## config.mk

```make
export PLATFORM = sky130hd
export DESIGN_NAME = tile_test_pattern_generator_unit
export DESIGN_NICKNAME = d
export VERILOG_FILES = /design/src/hdl/tpg_pkg.sv /design/src/hdl/tile_test_pattern_generator_unit.sv /design/src/hdl/tpg_cfg_regs.sv /design/src/hdl/tpg_pixel_color.sv
export SDC_FILE = /design/constraint.sdc
export NUM_CORES = 1
export LEC_CHECK = 0
export ABC_AREA = 1
export BUFFER_PORTS_ARGS = -buffer_cell sky130_fd_sc_hd__buf_4
export CAP_MARGIN = 10
export CORE_MARGIN = 3
export CORE_UTILIZATION = 55
export CTS_CLUSTER_DIAMETER = 80
export DETAILED_ROUTE_END_ITERATION = 16
export GPL_TIMING_DRIVEN = 0
export PLACE_DENSITY_LB_ADDON = 0.05
export REMOVE_ABC_BUFFERS = 1
export SETUP_SLACK_MARGIN = 0.02
export SLEW_MARGIN = 40
export SYNTH_ARGS = -nofsm -noshare
export SYNTH_HDL_FRONTEND = slang
export SYNTH_HIERARCHICAL = 1
export SYNTH_SLANG_ARGS = --single-unit
```

## constraint.sdc

```tcl
create_clock -name clk -period 15.9 [get_ports clk]
set_input_delay 4.77 -clock clk [delete_from_list [all_inputs] [get_ports clk]]
set_output_delay 4.77 -clock clk [all_outputs]
set_load 0.01 [all_outputs]
```

## src/hdl/tpg_pkg.sv

```systemverilog
// Tile test pattern generator package: request type, status and register
// codes, hash constants and tile geometry. No dependencies.
package tpg_pkg;

  localparam int TileSize = 256;
  localparam int CheckShift = 5;  // 32-pixel checker squares

  localparam int TileXW = 22;
  localparam int TileYW = 22;
  localparam int ZoomW  = 5;
  localparam int PixW   = 8;
  localparam int KeyW   = TileXW + TileYW + ZoomW;
  localparam int HashW  = 23;    // hash bits that reach the color
  localparam int CntW   = 16;
  localparam int CfgIdxW = 3;
  localparam int CfgDataW = KeyW;

  localparam logic [31:0] MulX = 32'd2654435761;
  localparam logic [31:0] MulY = 32'd2246822519;
  localparam logic [31:0] MulZ = 32'd3266489917;

  localparam logic [1:0] ST_OK      = 2'd0;
  localparam logic [1:0] ST_MISSING = 2'd1;
  localparam logic [1:0] ST_IO_ERR  = 2'd2;

  localparam logic [CfgIdxW-1:0] REG_IO_ERROR_LIMIT = 3'd0;
  localparam logic [CfgIdxW-1:0] REG_MISSING_COUNT  = 3'd1;
  localparam logic [CfgIdxW-1:0] REG_MISSING_TILE_0 = 3'd2;

  typedef struct packed {
    logic [PixW-1:0]   pixel_y;
    logic [PixW-1:0]   pixel_x;
    logic [ZoomW-1:0]  tile_zoom;
    logic [TileYW-1:0] tile_y;
    logic [TileXW-1:0] tile_x;
  } req_t;

  typedef struct packed {
    logic [CntW-1:0] io_error_limit;
    logic            missing_hit;
  } cfg_stat_t;

endpackage

```

## src/hdl/tile_test_pattern_generator_unit.sv

```systemverilog
// Tile test pattern generator top level: input stage, load counter, status
// and result register. Depends on tpg_pkg, tpg_cfg_regs, tpg_pixel_color.
// Registered path from input beat to output valid: input register, then result register.
// Throughput: one pixel per cycle; each stage advances when the next one is free.
// Reset (rst_n low, synchronous) clears the load counter, stage valids and all
// configuration registers.
module tile_test_pattern_generator_unit #(
  parameter int MISSING_SLOTS = 4
) (
  input  logic                          clk,
  input  logic                          rst_n,
  input  logic                          in_tvalid,
  output logic                          in_tready,
  // tile_x[21:0], tile_y[43:22], tile_zoom[48:44], pixel_x[56:49],
  // pixel_y[64:57], zero pad
  input  logic [71:0]                   in_tdata,
  // tile_start[0]
  input  logic                          in_tuser,
  output logic                          out_tvalid,
  input  logic                          out_tready,
  // pixel_rgb565[15:0]
  output logic [15:0]                   out_tdata,
  // load_status[1:0]
  output logic [1:0]                    out_tuser,
  input  logic                          cfg_valid,
  output logic                          cfg_ready,
  input  logic [tpg_pkg::CfgIdxW-1:0]   cfg_index,
  input  logic [tpg_pkg::CfgDataW-1:0]  cfg_data
);

  tpg_pkg::req_t             s1_req_r;
  logic                      s1_valid_r;
  logic [tpg_pkg::CntW-1:0]  s1_cnt_r;
  logic [tpg_pkg::CntW-1:0]  load_count_r, load_count_nxt;
  logic                      out_valid_r;
  logic [15:0]               out_pix_r, out_pix_nxt;
  logic [1:0]                out_stat_r, out_stat_nxt;
  logic                      in_acc, s1_adv, out_free;
  tpg_pkg::cfg_stat_t        cstat;
  logic [15:0]               rgb;

  assign out_free  = !out_valid_r || out_tready;
  assign s1_adv    = s1_valid_r && out_free;
  assign in_tready = !s1_valid_r || out_free;
  assign in_acc    = in_tvalid && in_tready;
  assign cfg_ready = 1'b1;

  always_comb begin
    load_count_nxt = load_count_r;
    if (in_acc && in_tuser && load_count_r != '1) load_count_nxt = load_count_r + 1'b1;
  end

  always_ff @(posedge clk) begin
    if (!rst_n) begin
      load_count_r <= '0;
      s1_valid_r   <= 1'b0;
      out_valid_r  <= 1'b0;
    end else begin
      load_count_r <= load_count_nxt;
      if (in_tready) s1_valid_r <= in_tvalid;
      if (out_free) out_valid_r <= s1_valid_r;
    end
  end

  always_ff @(posedge clk) begin
    if (in_acc) begin
      s1_req_r <= in_tdata[$bits(tpg_pkg::req_t)-1:0];
      s1_cnt_r <= load_count_nxt;
    end
    if (s1_adv) begin
      out_pix_r  <= out_pix_nxt;
      out_stat_r <= out_stat_nxt;
    end
  end

  tpg_cfg_regs #(
    .MISSING_SLOTS(MISSING_SLOTS)
  ) u_cfg (
    .clk      (clk),
    .rst_n    (rst_n),
    .cfg_valid(cfg_valid),
    .cfg_index(cfg_index),
    .cfg_data (cfg_data),
    .key      ({s1_req_r.tile_x, s1_req_r.tile_y, s1_req_r.tile_zoom}),
    .stat     (cstat)
  );

  tpg_pixel_color u_color (
    .req   (s1_req_r),
    .rgb565(rgb)
  );

  always_comb begin
    if (cstat.missing_hit)
      out_stat_nxt = tpg_pkg::ST_MISSING;
    else if (cstat.io_error_limit != '0 && s1_cnt_r > cstat.io_error_limit)
      out_stat_nxt = tpg_pkg::ST_IO_ERR;
    else
      out_stat_nxt = tpg_pkg::ST_OK;
    out_pix_nxt = (out_stat_nxt == tpg_pkg::ST_OK) ? rgb : '0;
  end

  assign out_tvalid = out_valid_r;
  assign out_tdata  = out_pix_r;
  assign out_tuser  = out_stat_r;

  a_pix_zero_on_err: assert property (@(posedge clk) disable iff (!rst_n)
    out_tvalid && out_tuser != tpg_pkg::ST_OK |-> out_tdata == '0)
    else $error("nonzero pixel with failing status");

  a_stat_code: assert property (@(posedge clk) disable iff (!rst_n)
    out_tvalid |-> out_tuser != 2'd3)
    else $error("undefined load status");

  a_cnt_mono: assert property (@(posedge clk) disable iff (!rst_n)
    rst_n |=> load_count_r >= $past(load_count_r))
    else $error("load counter went backward");

  a_accept_fills: assert property (@(posedge clk) disable iff (!rst_n)
    in_acc |=> s1_valid_r)
    else $error("accepted beat lost in input stage");

endmodule

```

## src/hdl/tpg_cfg_regs.sv

```systemverilog
// Configuration registers and missing-tile lookup for the tile pattern
// generator. Depends on tpg_pkg.
module tpg_cfg_regs #(
  parameter int MISSING_SLOTS = 4
) (
  input  logic                            clk,
  input  logic                            rst_n,
  input  logic                            cfg_valid,
  input  logic [tpg_pkg::CfgIdxW-1:0]     cfg_index,
  input  logic [tpg_pkg::CfgDataW-1:0]    cfg_data,
  input  logic [tpg_pkg::KeyW-1:0]        key,
  output tpg_pkg::cfg_stat_t              stat
);

  logic [tpg_pkg::CntW-1:0]  io_error_limit_r;
  logic [2:0]                missing_count_r;
  logic [tpg_pkg::KeyW-1:0]  missing_tile_r [MISSING_SLOTS];
  logic                      hit;

  always_ff @(posedge clk) begin
    if (!rst_n) begin
      io_error_limit_r <= '0;
      missing_count_r  <= '0;
      for (int i = 0; i < MISSING_SLOTS; i++) missing_tile_r[i] <= '0;
    end else if (cfg_valid) begin
      if (cfg_index == tpg_pkg::REG_IO_ERROR_LIMIT)
        io_error_limit_r <= cfg_data[tpg_pkg::CntW-1:0];
      if (cfg_index == tpg_pkg::REG_MISSING_COUNT)
        missing_count_r <= cfg_data[2:0];
      for (int i = 0; i < MISSING_SLOTS; i++) begin
        if (cfg_index == tpg_pkg::REG_MISSING_TILE_0 + tpg_pkg::CfgIdxW'(i))
          missing_tile_r[i] <= cfg_data;
      end
    end
  end

  always_comb begin
    hit = 1'b0;
    for (int i = 0; i < MISSING_SLOTS; i++) begin
      if (3'(i) < missing_count_r && missing_tile_r[i] == key) hit = 1'b1;
    end
  end

  assign stat.io_error_limit = io_error_limit_r;
  assign stat.missing_hit    = hit;

endmodule

```

## src/hdl/tpg_pixel_color.sv

```systemverilog
// Tile hash, checkerboard and border logic giving the RGB565 pixel of a
// request. Depends on tpg_pkg.
module tpg_pixel_color (
  input  tpg_pkg::req_t req,
  output logic [15:0]   rgb565
);

  localparam logic [9:0] Last = 10'(tpg_pkg::TileSize - 1);

  logic [tpg_pkg::HashW-1:0] px_hx, px_hy, px_hz, h;
  logic                      border, bright;

  // only the low hash bits feed the channels, so the products are truncated
  assign px_hx = tpg_pkg::HashW'(tpg_pkg::HashW'(req.tile_x) * tpg_pkg::MulX[tpg_pkg::HashW-1:0]);
  assign px_hy = tpg_pkg::HashW'(tpg_pkg::HashW'(req.tile_y) * tpg_pkg::MulY[tpg_pkg::HashW-1:0]);
  assign px_hz = tpg_pkg::HashW'(tpg_pkg::HashW'(req.tile_zoom) * tpg_pkg::MulZ[tpg_pkg::HashW-1:0]);
  assign h = px_hx ^ px_hy ^ px_hz;

  assign border = (req.pixel_x == '0) || (req.pixel_y == '0) ||
                  ({2'b00, req.pixel_x} == Last) || ({2'b00, req.pixel_y} == Last);
  assign bright = ~(req.pixel_x[tpg_pkg::CheckShift] ^ req.pixel_y[tpg_pkg::CheckShift]);

  always_comb begin
    if (border)
      rgb565 = '0;
    else if (bright)
      rgb565 = {1'b1, h[6:3], 1'b1, h[14:10], 1'b1, h[22:19]};
    else
      rgb565 = {2'b01, h[6:4], 2'b01, h[14:11], 2'b01, h[22:20]};
  end

endmodule

```

# ---- Yosys cells after proc, flatten, opt, wreduce, memory -nomap -nowiden
# Memories as Yosys holds them, arrays and structs flattened.
# Index checks and enable logic that the tools add are counted.
dict set report classes {
  order_cmp 5
  bitwise 8
  mul 3
  addsub 1
  reduce_logical 24
  eq_ne 12
  mux 29
}
# cell n
set op_table {}
lappend op_table {{== test 49 bit} 4}
lappend op_table {{2-to-1 mux 49 bit} 4}
lappend op_table {{XOR 23 bit} 2}
lappend op_table {{2-to-1 mux 16 bit} 2}
lappend op_table {{multiplier 22 x 22 -> 23 bit, second input constant} 1}
lappend op_table {{multiplier 22 x 23 -> 23 bit, second input constant} 1}
lappend op_table {{multiplier 5 x 22 -> 23 bit, second input constant} 1}
lappend op_table {{2-to-1 mux 1 bit} 21}
lappend op_table {{adder 16 x 1 -> 16 bit, second input constant} 1}
lappend op_table {{== test 8 bit, second input constant} 2}
lappend op_table {{greater-than comparator 16 bit} 1}
lappend op_table {{zero test 8 bit} 2}
lappend op_table {{!= test 16 bit, second input constant} 1}
lappend op_table {{nonzero test 16 bit} 1}
lappend op_table {{logical AND 1 bit} 9}
lappend op_table {{== test 3 x 2 -> 1 bit, second input constant} 2}
lappend op_table {{== test 3 bit, second input constant} 2}
lappend op_table {{less-than comparator 1 x 3 -> 1 bit, first input constant} 2}
lappend op_table {{less-than comparator 2 x 3 -> 1 bit, first input constant} 2}
lappend op_table {{logical OR 1 bit} 5}
lappend op_table {{2-to-1 mux 2 bit} 2}
lappend op_table {{bitwise OR 1 bit} 4}
lappend op_table {{AND reduction 2 bit} 2}
lappend op_table {{== test 3 x 1 -> 1 bit, second input constant} 1}
lappend op_table {{other kinds (6)} 7}
dict set report word_totals {
  ram_bits 196
  regBits 136
  n_memories 1
  output_inout_bits 21
}
# memory depth width read_ports rd_ports_with_merged_regs wr line_no
set mem_list {}
lappend mem_list {u_cfg.missing_tile_r 4 49 4 0 4 tpg_cfg_regs.sv:17} ;# logic [tpg_pkg::KeyW-1:0] missing_tile_r [MISSING_SLOTS];

# ---- Logic depth before layout (Yosys ltp)
# An unclocked memory read counts as a cell.
dict set report logic_depth {
  depth_word 11
  ltp_mapped 31
  depth_no_buf 31
}

# ---- By module
# Netlist, hierarchy kept.
# mod area_per_inst_um2 cells_per_inst seq_area_each_um2 instances
set by_module_without_submodules {}
lappend by_module_without_submodules {tpg_pixel_color 11399.7 1425 0.0 1}
lappend by_module_without_submodules {tpg_cfg_regs 10872.9 1311 6266.0 1}
lappend by_module_without_submodules {tile_test_pattern_generator_unit 4717.0 387 3333.2 1}

# ---- Least setup slack after synthesis
# OpenSTA, ideal clock, no wires.
dict set report synth_path {
  path_type {input to output}
  start {input port out_tready}
  end {output port in_tready}
  n_path_buf 0
  path_stages 2
  t_arrival_ns 4.973
  path_slack_ns 6.157
  cell_sequence {inv_1 > nand3_1}
}
dict set report synth_via {
  elab_chain_len 2
}
# item line_no
set synth_rtl {}
lappend synth_rtl {{start: declaration} tile_test_pattern_generator_unit.sv:20} ;# input logic out_tready,
lappend synth_rtl {{logical OR 1 bit} tile_test_pattern_generator_unit.sv:42} ;# assign out_free = !out_valid_r || out_tready;
lappend synth_rtl {{logical OR 1 bit} tile_test_pattern_generator_unit.sv:44} ;# assign in_tready = !s1_valid_r || out_free;
lappend synth_rtl {{end: declaration} tile_test_pattern_generator_unit.sv:13} ;# output logic in_tready,
# Every way passes these cells.

# ---- Final worst setup path
# Same ends and word-level chain as after synthesis.

==> impl_metrics.yaml <==
power_and_ir_drop:
  pwr_density_cell_nw_per_um2: 220
  switching_share_pct: 49.6
  combPwrFrac_pct: 70.1
  p_sw_mw: 3.32
  clkPwrFrac_pct: 13.3
  vdd_drop_max_mv: 0.314
  leakage_nw: 15.3
  p_int_mw: 3.37
  p_seq_share_pct: 16.6
  finalPower_mw: 6.70
logic_synthesis:
  synth_top_area_share_pct: 32.8
  syn_area_um2: 27000
  ys_ff_latch: 332
  yosysWarnings: 6
  synth.distinct_cells: 48
  syn_inst: 3123
  yosys-top-cells-area: "edfxtp_1 (33%), fa_1 (15%), ha_1 (12%)"
  yosysTopAreaCell: "edfxtp_1"
  ys_seq_area_share_pct: 35.6
  synth_mux_area_share_pct: 0
  synthXorXnorAreaFrac_pct: 4.09
  synth_simple_gate_area_share_pct: 18.5
  synth_compound_area_share_pct: 4.12
  synth.avg_cell_area_um2: 8.64
  synth_fa_ha_area_share_pct: 27.0
  synth_top_family_by_area: "adder cells"
grt:
  grt_pass1_vias: 20700
  antenna_found_initial: 0
  grt_usage_pct: 28.6
  grt_max_degree: 52
  grt_overflow_total: 0
  grt_pass1_wl_mm: 112
timing:
  hold_viol: 0
  fin_crit_sh_pct: 63.3
  fin_setup_tns_ns: 0
  fin_ws_ns: 5.83
  slew_headroom_pct: 47.4
  worst_pin_slew_ns: 0.788
  fmax_mhz: 99.4
  drv_slew: 0
  finalSetupViolations: 0
  fin_crit_ns: 10.07
  rsz0062_at_grt: "no"
  skew_ns: 0.0273
finish:
  diodes: 0
  drive_gt1_share_pct: 8.66
  area_growth_pct: 12.7
  finalNonFillerCells: 3994
  nets: 3895
clock_tree:
  cts_tree: "built"
  cts_buffers: 40
  clock_latency_ns: 0.58
  hold_buffers: 0
  clkSinkCount: 332
  cts_resized: 0
  worst_setup_hold_path_clk_slew_ns: 0.06
  clk_path_buf_depth: 3
  cts_max_level: 2
  postCtsSetupBuffers: 0
  root_buffer: "clkbuf_16"
setup_path:
  cp_data_arrival_time_ns: 5.30
  start_kind: "input pin"
  worstSetupPathType: "in -> out"
  endpoint_kind: "output pin"
  crit_path_max_fanout: 3
  required_ns: 11.13
route:
  ant_nets: 0
  dr.pass1.iters: 7
  drt_wl_total_mm: 72.2
  drt-wirelength-per-cell_um: 18.1
  drt_iter0_drc: 1564
  via_count: 20400
  drc_errors: 0
  viasPerCell: 5.10
floorplanning:
  dieArea_um2: 51800
  dieWidth_um: 228
  coreArea_um2: 48100
  rows: 80
  die_h_um: 228
  start_util_pct: 56.1
  pin_count: 151
outcome:
  status: "finished, final reports clean"
flow_run:
  maxCapViolCount: 0
worst_hold_path:
  hold_class: "reg -> reg"
placed_design:
  place.gp.congestion: 0.899
  place_inst: 3918
  io_buffers: 142
  place_hpwl_mm: 58.6
  pre_cts_slack_ns: 5.84
==> final timing paths <==
path                                                from                       end  slack, ns  cells past startpoint
worst min register to register  u_cfg/missing_count_r[1]  u_cfg/missing_count_r[1]       0.49                      2
worst max-delay path                          out_tready                 in_tready       5.83                      4
worst min-delay path            u_cfg/missing_count_r[1]  u_cfg/missing_count_r[1]       0.49                      2
worst max register to register              s1_req_r[28]              out_tdata[3]       9.10                     26
==> placed cells by master, fill, tap and decap left out, types with 37 or more instances in the layout <==
cell | netlist | layout
o21ai_0 | 73 | 73
xor2_1 | 42 | 42
a21oi_1 | 89 | 88
clkbuf_16 | 0 | 42
inv_1 | 708 | 707
nand2_1 | 706 | 704
ha_1 | 252 | 252
xnor2_1 | 84 | 84
dfxtp_1 | 37 | 37
fa_1 | 206 | 206
nand3_1 | 77 | 77
edfxtp_1 | 295 | 295
nor2_1 | 385 | 385
buf_4 | 4 | 168
==> state kept, by name (all words and copies together) (netlist names) <==
signal                  flops
out_tvalid                  1
out_tuser                   2
u_cfg/io_error_limit_r     16
s1_cnt_r                   16
s1_req_r                   65
s1_valid_r                  1
u_cfg/missing_tile_r      196
u_cfg/missing_count_r       3
out_tdata                  16
load_count_r               16
==> per-stage QoR <==
stage,utilization [%],hold slack [ns],instance area [um^2]
floorplan,-,0.443,26800
global placement,59.5,0.457,28700
detailed placement,60.4,0.481,29100
CTS,63.1,0.486,30400
global route,63.2,0.523,30400
finish,63.2,0.485,30400
==> critical path: stages <==
cell     delay (ns)
buf_4          0.11
inv_1          0.11
nand3_1        0.13
buf_4          0.17
==> per-layer routing <==
metal | wire (um) | vias to the layer above | global-route usage (%)
li1 | - | 9976 | -
met1 | 30100 | 9748 | 36.8
met2 | 35200 | 536 | 49.6
met3 | 4420 | 109 | 4.58
met4 | 2450 | 0 | 9.62
met5 | 0 | - | 0
==> cell usage after synthesis, drive strengths merged <==
| cell type | count |
|---|---|
| nand3 | 79 |
| nor3b | 1 |
| o31ai | 3 |
| buf | 19 |
| edfxtp | 295 |
| a31o | 2 |
| nand2 | 720 |
| clkbuf | 20 |
| conb | 1 |
| a21oi | 94 |
| or2 | 9 |
| a31oi | 1 |
| nand3b | 6 |
| xor2 | 42 |
| xnor2 | 84 |
| fa | 206 |
| clkinv | 2 |
| a21o | 4 |
| nor4 | 10 |
| o21a | 2 |
| dfxtp | 37 |
| and2 | 1 |
| nand4 | 21 |
| inv | 715 |
| ha | 252 |
| nor3 | 7 |
| a21boi | 1 |
| o22ai | 7 |
| o21bai | 2 |
| o21ai | 91 |
| nor2 | 389 |
==> area by class of cell <==
type / count / area [um^2]
Clock buffer: 56 / 1150
Tap cell: 656 / 821
Fill cell: 4099 / 17700
Sequential cell: 332 / 9600
Clock inverter: 17 / 138
Inverter: 717 / 2700
Multi-Input combinational cell: 2035 / 14500
Timing Repair Buffer: 181 / 1470
==> power by group through the flow <==
stage	combinational [mW]	sequential [mW]	clock (mW)
6_report	4.69	1.11	0.894
5_1_grt	5.44	1.12	0.950
4_1_cts	4.73	1.11	0.914
3_5_place_dp	4.69	1.13	0
3_3_place_gp	4.60	1.13	0
2_1_floorplan	3.55	1.12	0
==> kinds of logic (layout without fill, tap and decap cells) <==
group | Yosys count | after routing
other | 1 | 1
AND/OR/NAND/NOR | 1243 | 1243
XOR/XNOR | 126 | 126
AO/OA/AOI/OAI | 207 | 207
buffers and inverters | 756 | 971
flip-flops | 332 | 332
adder cells (fa/ha/maj) | 458 | 458
(Power assumes the default switching activity.)
